## src/hdl/ggm_pkg.sv

```systemverilog
// Shared types and constants for the grey-to-glyph matcher.
`default_nettype none

package ggm_pkg;

  // Field widths fixed by the stream format.
  localparam int LEVEL_W     = 8;
  localparam int GAIN_W      = 10;
  localparam int CODE_W      = 7;
  localparam int GREY_W      = 8;
  localparam int IN_RAW_W    = 16;
  localparam int IDX_FIELD_W = 7;
  localparam int FUNC_W      = 2;
  localparam int PROD_W      = GREY_W + GAIN_W;

  // Operation selector carried in tuser.
  typedef logic [FUNC_W-1:0] func_t;
  localparam func_t FUNC_LOAD     = 2'd0;
  localparam func_t FUNC_FINALIZE = 2'd1;
  localparam func_t FUNC_PIXEL    = 2'd2;

  // Level and code constants.
  localparam logic [LEVEL_W-1:0] WHITE_LEVEL = 8'd255;
  localparam logic [LEVEL_W-1:0] HALF_LSB    = 8'd128;
  localparam logic [CODE_W-1:0]  SPACE_CODE  = 7'd32;
  localparam logic [CODE_W-1:0]  FIRST_GLYPH = 7'd33;
  localparam logic [GAIN_W-1:0]  GAIN_RESET  = 10'd256;

  // The level divider produces one quotient bit per step.
  localparam int STEP_W    = 3;
  localparam int DIV_STEPS = 8;

endpackage

`default_nettype wire

```

## src/hdl/ggm_level_div.sv

```systemverilog
// Iterative divider that turns one raw darkness value into a glyph level.
`default_nettype none

module ggm_level_div
  import ggm_pkg::*;
#(
  parameter int RAW_WIDTH = 16
) (
  input  wire logic                 clk,
  input  wire logic                 rst_n,
  input  wire logic                 start,
  input  wire logic [RAW_WIDTH-1:0] raw,
  input  wire logic [RAW_WIDTH-1:0] raw_max,
  output logic                      done,
  output logic [LEVEL_W-1:0]        level
);

  typedef enum logic [1:0] {D_IDLE, D_RUN, D_FINISH} div_state_t;

  localparam int NUM_W = RAW_WIDTH + LEVEL_W;

  div_state_t             state_r;
  logic                   done_r;
  logic [LEVEL_W-1:0]     level_r;
  logic [STEP_W-1:0]      step_r;
  logic [RAW_WIDTH-1:0]   max_r;
  logic [RAW_WIDTH-1:0]   rem_r;
  logic [LEVEL_W-1:0]     low_r;
  logic [LEVEL_W-1:0]     quo_r;

  logic [NUM_W-1:0]       num;
  logic [RAW_WIDTH-1:0]   num_hi;
  logic                   num_over;
  logic [RAW_WIDTH:0]     trial;
  logic                   trial_ge;
  logic [RAW_WIDTH:0]     trial_diff;
  logic [LEVEL_W:0]       ceil_sum;
  logic [LEVEL_W-1:0]     level_nxt;

  // raw * 255 as a shift and subtract; the high part seeds the remainder.
  assign num      = {raw, {LEVEL_W{1'b0}}} - NUM_W'(raw);
  assign num_hi   = num[NUM_W-1:LEVEL_W];
  assign num_over = (num_hi >= raw_max);

  // One restoring step: bring down the next numerator bit and try a subtract.
  assign trial      = {rem_r, low_r[LEVEL_W-1]};
  assign trial_ge   = (trial >= {1'b0, max_r});
  assign trial_diff = trial - {1'b0, max_r};

  // Round the quotient up when a remainder is left, then flip to a level.
  assign ceil_sum  = {1'b0, quo_r} + (LEVEL_W+1)'(rem_r != '0);
  assign level_nxt = ceil_sum[LEVEL_W] ? '0 : (WHITE_LEVEL - ceil_sum[LEVEL_W-1:0]);

  // Sequencer with its registered outputs.
  always_ff @(posedge clk) begin
    if (!rst_n) begin
      state_r <= D_IDLE;
      done_r  <= 1'b0;
      level_r <= '0;
      step_r  <= '0;
    end else begin
      unique case (state_r)
        D_IDLE: begin
          step_r <= '0;
          done_r <= start && ((raw_max == '0) || num_over);
          if (start) begin
            if (raw_max == '0) begin
              level_r <= WHITE_LEVEL;
            end else if (num_over) begin
              level_r <= '0;
            end else begin
              state_r <= D_RUN;
            end
          end
        end
        D_RUN: begin
          done_r <= 1'b0;
          step_r <= step_r + 1'b1;
          if (step_r == STEP_W'(DIV_STEPS - 1)) begin
            state_r <= D_FINISH;
          end
        end
        D_FINISH: begin
          level_r <= level_nxt;
          done_r  <= 1'b1;
          state_r <= D_IDLE;
        end
        default: begin
          done_r  <= 1'b0;
          state_r <= D_IDLE;
        end
      endcase
    end
  end

  // Datapath registers of the division.
  always_ff @(posedge clk) begin
    if (state_r == D_IDLE && start) begin
      max_r <= raw_max;
      rem_r <= num_hi;
      low_r <= num[LEVEL_W-1:0];
      quo_r <= '0;
    end else if (state_r == D_RUN) begin
      rem_r <= trial_ge ? trial_diff[RAW_WIDTH-1:0] : trial[RAW_WIDTH-1:0];
      low_r <= {low_r[LEVEL_W-2:0], 1'b0};
      quo_r <= {quo_r[LEVEL_W-2:0], trial_ge};
    end
  end

  assign done  = done_r;
  assign level = level_r;

  // The partial remainder always stays below the divisor.
  a_rem_below_max: assert property (@(posedge clk) disable iff (!rst_n)
    (state_r == D_RUN || state_r == D_FINISH) |-> (rem_r < max_r))
    else $error("divider remainder not below divisor");

  // A new division is only started while the divider is idle.
  a_start_idle: assert property (@(posedge clk) disable iff (!rst_n)
    start |-> (state_r == D_IDLE))
    else $error("divider started while busy");

endmodule

`default_nettype wire

```

## src/hdl/grey_to_glyph_matcher.sv

```systemverilog
// Top level of the grey-to-glyph matcher: glyph tables, contrast and nearest-level scan.
//
// Usage: words arrive on the in_ stream; in_tuser selects the operation.
// Load stores one raw darkness value and updates the running maximum in the
// cycle it is accepted. Finalize converts every raw entry to an 8-bit glyph
// level with an 8-step divider, one entry after another; the divider skips
// its steps when the maximum is zero.
// Pixel applies the contrast gain (one multiply, then round half to even and
// saturate), then scans the level memory one entry per cycle through its
// single read port. A white pixel skips the scan.
// Load and unused codes produce no result word; finalize produces none.
// The block takes one word at a time; in_tready is high when idle with none pending.
// A result sits in the output register until out_tready takes it, and the
// block keeps accepting words meanwhile; a second result waits for the slot
// and holds in_tready low until it moves into the output register.
// Reset clears the maximum, sets the gain to 1.0 and empties the output.
// The tables hold nothing useful until loaded and finalized.
`default_nettype none

module grey_to_glyph_matcher
  import ggm_pkg::*;
#(
  parameter int GLYPH_COUNT = 94,
  parameter int RAW_WIDTH   = 16
) (
  input  wire logic              clk,
  input  wire logic              rst_n,
  // Configuration: contrast gain in units of 1/256.
  input  wire logic              cfg_wr_en,
  input  wire logic [GAIN_W-1:0] cfg_wr_data,
  // Input stream.
  input  wire logic              in_tvalid,
  output logic                   in_tready,
  input  wire logic [31:0]       in_tdata,  // entry_index[6:0], raw_darkness[22:7], grey_pixel[30:23]
  input  wire logic [FUNC_W-1:0] in_tuser,  // func[1:0]
  // Result stream.
  output logic                   out_tvalid,
  input  wire logic              out_tready,
  output logic [7:0]             out_tdata  // char_code[6:0]
);

  localparam int IDX_W = $clog2(GLYPH_COUNT);
  localparam logic [IDX_W-1:0] LAST_IDX = IDX_W'(GLYPH_COUNT - 1);

  typedef enum logic [2:0] {
    S_IDLE, S_FIN_READ, S_FIN_START, S_FIN_DIV,
    S_GAIN, S_ROUND, S_SCAN, S_SCAN_LAST
  } state_t;

  // Result stage is tracked separately so it can wait for the output slot.
  state_t                state_r;
  logic                  result_pend_r;
  logic                  out_tvalid_r;
  logic [CODE_W-1:0]     out_code_r;
  logic [GAIN_W-1:0]     gain_r;
  logic [RAW_WIDTH-1:0]  max_r;
  logic [IDX_W-1:0]      fin_idx_r;
  logic [IDX_W-1:0]      scan_addr_r;
  logic                  cmp_vld_r;
  logic [IDX_W-1:0]      cmp_idx_r;
  logic [IDX_W-1:0]      best_idx_r;
  logic [LEVEL_W-1:0]    best_dist_r;
  logic                  white_r;
  logic [GREY_W-1:0]     grey_r;
  logic [PROD_W-1:0]     prod_r;
  logic [LEVEL_W-1:0]    v_r;

  logic [RAW_WIDTH-1:0]  raw_mem [GLYPH_COUNT];
  logic [LEVEL_W-1:0]    glyph_mem [GLYPH_COUNT];
  logic [RAW_WIDTH-1:0]  raw_rd_r;
  logic [LEVEL_W-1:0]    glyph_rd_r;

  // Unpacked input fields.
  logic [IDX_FIELD_W-1:0] in_idx;
  logic [IN_RAW_W-1:0]    in_raw_field;
  logic [GREY_W-1:0]      in_grey;
  func_t                  in_func;
  logic [RAW_WIDTH-1:0]   in_raw;
  logic                   in_acc;
  logic                   entry_ok;
  logic                   raw_we;
  logic                   glyph_we;

  logic                   div_start;
  logic                   div_done;
  logic [LEVEL_W-1:0]     div_level;

  logic [GAIN_W-1:0]      q_trunc;
  logic [LEVEL_W-1:0]     frac;
  logic                   round_up;
  logic [GAIN_W:0]        q_rnd;
  logic [LEVEL_W-1:0]     v_nxt;
  logic [LEVEL_W-1:0]     lvl_diff;
  logic                   best_upd;
  logic                   slot_free;
  logic [CODE_W-1:0]      code_nxt;

  assign in_idx       = in_tdata[IDX_FIELD_W-1:0];
  assign in_raw_field = in_tdata[IDX_FIELD_W +: IN_RAW_W];
  assign in_grey      = in_tdata[IDX_FIELD_W + IN_RAW_W +: GREY_W];
  assign in_func      = in_tuser;
  assign in_raw       = RAW_WIDTH'(in_raw_field);

  assign in_tready = (state_r == S_IDLE) && !result_pend_r;
  assign in_acc    = in_tvalid && in_tready;
  assign entry_ok  = (32'(in_idx) < 32'(GLYPH_COUNT));
  assign raw_we    = in_acc && (in_func == FUNC_LOAD) && entry_ok;
  assign glyph_we  = (state_r == S_FIN_DIV) && div_done;
  assign div_start = (state_r == S_FIN_START);
  assign slot_free = !out_tvalid_r || out_tready;

  // Raw darkness memory: written by loads, read during finalize.
  always_ff @(posedge clk) begin
    if (raw_we) begin
      raw_mem[IDX_W'(in_idx)] <= in_raw;
    end
    raw_rd_r <= raw_mem[fin_idx_r];
  end

  // Glyph level memory: written by finalize, scanned by pixels.
  always_ff @(posedge clk) begin
    if (glyph_we) begin
      glyph_mem[fin_idx_r] <= div_level;
    end
    glyph_rd_r <= glyph_mem[scan_addr_r];
  end

  ggm_level_div #(
    .RAW_WIDTH (RAW_WIDTH)
  ) u_div (
    .clk     (clk),
    .rst_n   (rst_n),
    .start   (div_start),
    .raw     (raw_rd_r),
    .raw_max (max_r),
    .done    (div_done),
    .level   (div_level)
  );

  // Contrast: round half to even on the registered product, then saturate.
  assign q_trunc  = prod_r[PROD_W-1:LEVEL_W];
  assign frac     = prod_r[LEVEL_W-1:0];
  assign round_up = (frac > HALF_LSB) || ((frac == HALF_LSB) && q_trunc[0]);
  assign q_rnd    = {1'b0, q_trunc} + (GAIN_W+1)'(round_up);
  assign v_nxt    = (q_rnd > (GAIN_W+1)'(WHITE_LEVEL)) ? WHITE_LEVEL : q_rnd[LEVEL_W-1:0];

  // Distance of the level just read; only a strictly closer entry wins.
  assign lvl_diff = (glyph_rd_r > v_r) ? (glyph_rd_r - v_r) : (v_r - glyph_rd_r);
  assign best_upd = cmp_vld_r && ((cmp_idx_r == '0) || (lvl_diff < best_dist_r));
  assign code_nxt = white_r ? SPACE_CODE : (CODE_W'(best_idx_r) + FIRST_GLYPH);

  // Main sequencer with registered outputs.
  always_ff @(posedge clk) begin
    if (!rst_n) begin
      state_r       <= S_IDLE;
      result_pend_r <= 1'b0;
      out_tvalid_r  <= 1'b0;
      gain_r        <= GAIN_RESET;
      max_r         <= '0;
      fin_idx_r     <= '0;
      scan_addr_r   <= '0;
      cmp_vld_r     <= 1'b0;
    end else begin
      if (cfg_wr_en) begin
        gain_r <= cfg_wr_data;
      end
      if (result_pend_r && slot_free) begin
        out_tvalid_r  <= 1'b1;
        result_pend_r <= 1'b0;
      end else if (out_tvalid_r && out_tready) begin
        out_tvalid_r <= 1'b0;
      end
      cmp_vld_r <= (state_r == S_SCAN);

      unique case (state_r)
        S_IDLE: begin
          fin_idx_r   <= '0;
          scan_addr_r <= '0;
          if (in_acc) begin
            case (in_func)
              FUNC_LOAD: begin
                if (entry_ok && (in_raw > max_r)) begin
                  max_r <= in_raw;
                end
              end
              FUNC_FINALIZE: state_r <= S_FIN_READ;
              FUNC_PIXEL:    state_r <= S_GAIN;
              default:       state_r <= S_IDLE;
            endcase
          end
        end
        S_FIN_READ:  state_r <= S_FIN_START;
        S_FIN_START: state_r <= S_FIN_DIV;
        S_FIN_DIV: begin
          if (div_done) begin
            if (fin_idx_r == LAST_IDX) begin
              state_r <= S_IDLE;
            end else begin
              fin_idx_r <= fin_idx_r + 1'b1;
              state_r   <= S_FIN_READ;
            end
          end
        end
        S_GAIN: state_r <= S_ROUND;
        S_ROUND: begin
          if (v_nxt == WHITE_LEVEL) begin
            result_pend_r <= 1'b1;
            state_r       <= S_IDLE;
          end else begin
            state_r <= S_SCAN;
          end
        end
        S_SCAN: begin
          if (scan_addr_r == LAST_IDX) begin
            state_r <= S_SCAN_LAST;
          end else begin
            scan_addr_r <= scan_addr_r + 1'b1;
          end
        end
        S_SCAN_LAST: begin
          result_pend_r <= 1'b1;
          state_r       <= S_IDLE;
        end
        default: state_r <= S_IDLE;
      endcase
    end
  end

  // Pixel datapath registers.
  always_ff @(posedge clk) begin
    if (in_acc) begin
      grey_r <= in_grey;
    end
    if (state_r == S_GAIN) begin
      prod_r <= PROD_W'(grey_r) * PROD_W'(gain_r);
    end
    if (state_r == S_ROUND) begin
      v_r     <= v_nxt;
      white_r <= (v_nxt == WHITE_LEVEL);
    end
    cmp_idx_r <= scan_addr_r;
    if (best_upd) begin
      best_idx_r  <= cmp_idx_r;
      best_dist_r <= lvl_diff;
    end
    if (result_pend_r && slot_free) begin
      out_code_r <= code_nxt;
    end
  end

  assign out_tvalid = out_tvalid_r;
  assign out_tdata  = {1'b0, out_code_r};

  // A pixel word always enters the contrast stage next.
  a_pixel_to_gain: assert property (@(posedge clk) disable iff (!rst_n)
    (in_acc && (in_func == FUNC_PIXEL)) |=> (state_r == S_GAIN))
    else $error("pixel word did not start the contrast stage");

  // Scan and finalize addresses stay inside the table.
  a_scan_range: assert property (@(posedge clk) disable iff (!rst_n)
    (state_r == S_SCAN) |-> (32'(scan_addr_r) < 32'(GLYPH_COUNT)))
    else $error("scan address beyond glyph table");

  a_fin_range: assert property (@(posedge clk) disable iff (!rst_n)
    glyph_we |-> (32'(fin_idx_r) < 32'(GLYPH_COUNT)))
    else $error("finalize index beyond glyph table");

  // A result word only appears after a pending result was posted.
  a_out_from_pend: assert property (@(posedge clk) disable iff (!rst_n)
    $rose(out_tvalid_r) |-> $past(result_pend_r))
    else $error("result word without a pending result");

endmodule

`default_nettype wire
```

## config.mk

```make
export PLATFORM = sky130hd
export DESIGN_NAME = grey_to_glyph_matcher
export DESIGN_NICKNAME = d
export VERILOG_FILES = /design/src/hdl/ggm_pkg.sv /design/src/hdl/ggm_level_div.sv /design/src/hdl/grey_to_glyph_matcher.sv
export SDC_FILE = /design/constraint.sdc
export NUM_CORES = 2
export LEC_CHECK = 0
export ABC_AREA = 1
export BUFFER_PORTS_ARGS = -buffer_cell sky130_fd_sc_hd__buf_2
export CORE_MARGIN = 3
export CORE_UTILIZATION = 45
export CTS_BUF_LIST = sky130_fd_sc_hd__clkbuf_4 sky130_fd_sc_hd__clkbuf_8
export CTS_CLUSTER_DIAMETER = 40
export DETAILED_ROUTE_END_ITERATION = 6
export PLACE_DENSITY = 0.68
export SLEW_MARGIN = 10
export SYNTH_ARGS = -nofsm -noshare
export SYNTH_HDL_FRONTEND = slang
export SYNTH_SLANG_ARGS = --single-unit
```

## constraint.sdc

```tcl
create_clock -name clk -period 4 [get_ports clk]
set_input_delay 0.2 -clock clk [delete_from_list [all_inputs] [get_ports clk]]
set_output_delay 0.2 -clock clk [all_outputs]
set_load 0.02 [all_outputs]
```

==> metrics <==
total global routing track utilization=0.2401; number of flops mapped to enable cells by yosys=2353; drt pass-1 iters=7; # fillers=19780; Netlist Area Pre-Place=104300 um2; max_cap viols=0; gp weighted congestion=0.9268; post-route ant nets=0; Mapped Avg Cell Area=11.08 um2; setup ws final=-0.06286 ns; Final period util=1.016; FF+latch area=72690 um2; area grow syn2layout=13.71%; final-report setup violation count=5; Post-synth ARST share=0; Syn Nets=9643; Pleak=45.03 nW; vias in the first global route=70230; DR iter-0 viols=8339; Skew-Pair Late Insertion Delay=1.08 ns; maximum number of pins on one net before global-route repair=186; RSZ-0062 raised after global routing=yes; Vias/cell=5.499; WHS Path Cells=2; final design utilization=0.5149; Slew Viols, Final=0; die height=487.4 um; Crit Path Category=reg2reg; Worst EP arrival=4.86 ns; Synth warnings=0; minimum clock period=4.063 ns; relative slew slack=0.2140; WL per Instance=22.12 um; Core ar.=230300 um2; Yosys reg bits=2452; detailed placer's ending HPWL=174600 um; sequential-to-total area share from yosys stat=0.6964; WP data required=4.79 ns; global-route wire length before repair=434000 um; CTS Buffer Depth=4; DIE WIDTH=487.4 um; critical path fanouts, max=6; IO Port Bufs=56; cell count after synthesis=9416; multi-input logic area=28160 um2; Worst setup SP type=flop; endpoints failing hold=0; final wirelength=292100 um; failing checks=design-rule violations, negative setup slack; Max Clk Rate=0.2461 GHz; row count=176; run status=finished, violations left; CTS Buf Count=399; Pwr per Cell Area=555.3 nW/um2; Initial Util=0.4528; layout cells sized above 1=0.1172; hold_ws=0.1044 ns; clk root buf=clkbuf_8; DRC viols=2; H-tree levels=5; total number of vias=72620; Register-to-Register Path Depth=17; worst hold path type=in2reg; Slew @ Worst Pin=1.179 ns; die area=237600 um2; grt total ovfl=0; predominant post-synthesis flop cell=edfxtp_1; Ports=59; TritonCTS clock tree=yes; TritonCTS Sinks=2452; maximum VDD drop=460.0 uV; initial antenna violation count=7; Worst Skew=0.06827 ns; Critical Path End Type=flop; post-synthesis cell type count=54; Final #Nets=10110; clock slew seen by the registers of the worst setup and hold paths=0.06 ns
-- path summary, 6_finish.rpt --
check                                           from                       end  slack (ns)
worst max-delay path             grey_r[3]$_DFFE_PP_      prod_r[14]$_DFFE_PP_       -0.06
worst min register to register  cmp_idx_r[2]$_DFF_P_   best_idx_r[2]$_DFFE_PP_        0.43
worst min-delay path                    in_tdata[13]  raw_mem[83][6]$_DFFE_PP_        0.10
worst max register to register   grey_r[3]$_DFFE_PP_      prod_r[14]$_DFFE_PP_       -0.06
-- logic make-up (layout without fill, tap and decap cells) --
family | count (synthesis) | count (layout) | synth area share
AND/OR/NAND/NOR | 4625 | 4625 | 0.1746
flip-flops | 2452 | 2452 | 0.6964
AO/OA/AOI/OAI | 1197 | 1197 | 0.06191
buffers and inverters | 904 | 1661 | 0.03704
adder cells (fa/ha/maj) | 178 | 178 | 0.02502
XOR/XNOR | 59 | 59 | 0.004954
other | 1 | 8 | 0.00003595
-- synth_stat cells (17+ instances only) --
cell type / n / share of area
xnor2_1: 17 / 0.0014
nor2_1: 1034 / 0.037
buf_2: 190 / 0.0091
o22ai_1: 34 / 0.0020
dfxtp_1: 99 / 0.019
o21ai_1: 33 / 0.0016
buf_1: 32 / 0.0012
a21oi_1: 377 / 0.018
nand2_1: 3143 / 0.11
nand3b_1: 28 / 0.0020
inv_2: 17 / 0.00061
edfxtp_1: 2353 / 0.68
o21ai_0: 592 / 0.028
nand3_1: 272 / 0.013
clkbuf_1: 186 / 0.0067
fa_1: 51 / 0.0098
inv_1: 422 / 0.015
nand4_1: 90 / 0.0054
buf_4: 43 / 0.0031
o211ai_1: 83 / 0.0060
a22oi_1: 35 / 0.0025
ha_1: 127 / 0.015
xor2_1: 42 / 0.0035
-- report_power, final --
group | switching (mW) | leakage [nW] | internal [mW]
logic | 9.63 | 18.8 | 4.61
clock network | 9.75 | 4.08 | 11.6
registers | 0.944 | 22.2 | 29.3
total | 20.3 | 45.0 | 45.5
-- timing repair --
| action | 4_1_cts | 5_1_grt |
|---|---|---|
| hold endpoints to repair | 853 | 0 |
| setup endpoints to repair | 9 | 14 |
| buffers inserted | 14 | 7 |
| pin swaps | 24 | 47 |
| hold buffers | 92 | 0 |
| gates resized for setup | 29 | 81 |
-- cell usage in the layout, fill, tap and decap left out, types with 85 or more instances in the layout --
cell type / instances
a21oi_1: 366
buf_4: 349
clkbuf_4: 132
clkbuf_8: 422
clkinv_1: 88
dfxtp_1: 85
dlygate4sd3_1: 92
edfxtp_1: 2353
ha_1: 120
inv_1: 400
nand2_1: 3122
nand3_1: 270
nand4_1: 90
nor2_1: 1026
o21ai_0: 589
-- metrics by stage --
| stage | setup TNS, ns | instances | setup WS [ns] | instance area [um2] | total power, mW |
|---|---|---|---|---|---|
| 4_1_cts | -0.2156 | 13190 | -0.08209 | 118300 | 65.61 |
| 3_5_place_dp | -1.747 | 12400 | -0.2610 | 109400 | 44.11 |
| 3_3_place_gp | -1.746 | 12400 | -0.2630 | 109400 | 43.84 |
| 5_1_grt | -1.187 | 13200 | -0.2056 | 118600 | 68.83 |
| 6_report | -0.2025 | 13210 | -0.06286 | 118600 | 65.86 |
| 2_1_floorplan | 0 | 9416 | 0.01888 | 104300 | 39.21 |
-- final cells by class --
cell class / instances / share of cell area
clock inverters: 138 / 0.007764
well taps: 3026 / 0.03192
clock buffers: 554 / 0.05733
flip-flops and latches: 2452 / 0.6129
diodes: 7 / 0.0001477
inverters: 441 / 0.01423
repair buffers: 528 / 0.03829
multi-input cells: 6060 / 0.2374
-- metal layers --
layer | part of all wire | GRT usage | routed length, um | vias to the layer above
met5 | 0 | 0 | 0 | -
met4 | 0.041 | 0.09861 | 11850 | 0
met3 | 0.095 | 0.04451 | 27670 | 692
met2 | 0.47 | 0.3865 | 137600 | 3565
met1 | 0.39 | 0.3220 | 115000 | 35290
li1 | - | - | - | 33080
-- worst max-delay path: stages (launching register included) --
cell,delay (ns)
edfxtp_1,0.54
nand2_1,0.13
inv_1,0.05
fa_1,0.49
inv_2,0.04
fa_1,0.49
fa_1,0.52
inv_2,0.04
fa_1,0.45
ha_1,0.30
a21o_1,0.20
inv_2,0.05
o21ai_2,0.06
a21oi_2,0.12
nand2_2,0.08
nand2_2,0.06
nand2_1,0.05
xor2_1,0.15
-- flip-flops by register name, summed over array words and instances, names as in the netlist, 8 cells and up --
register	count
u_div.level	8
raw_rd_r	16
max_r	16
prod_r	18
u_div.rem_r	16
glyph_mem	752
gain_r	10
u_div.max_r	16
best_dist_r	8
grey_r	8
glyph_rd_r	8
raw_mem	1504
u_div.quo_r	8
v_r	8
u_div.low_r	8
Power figures use the tool's default switching activity.
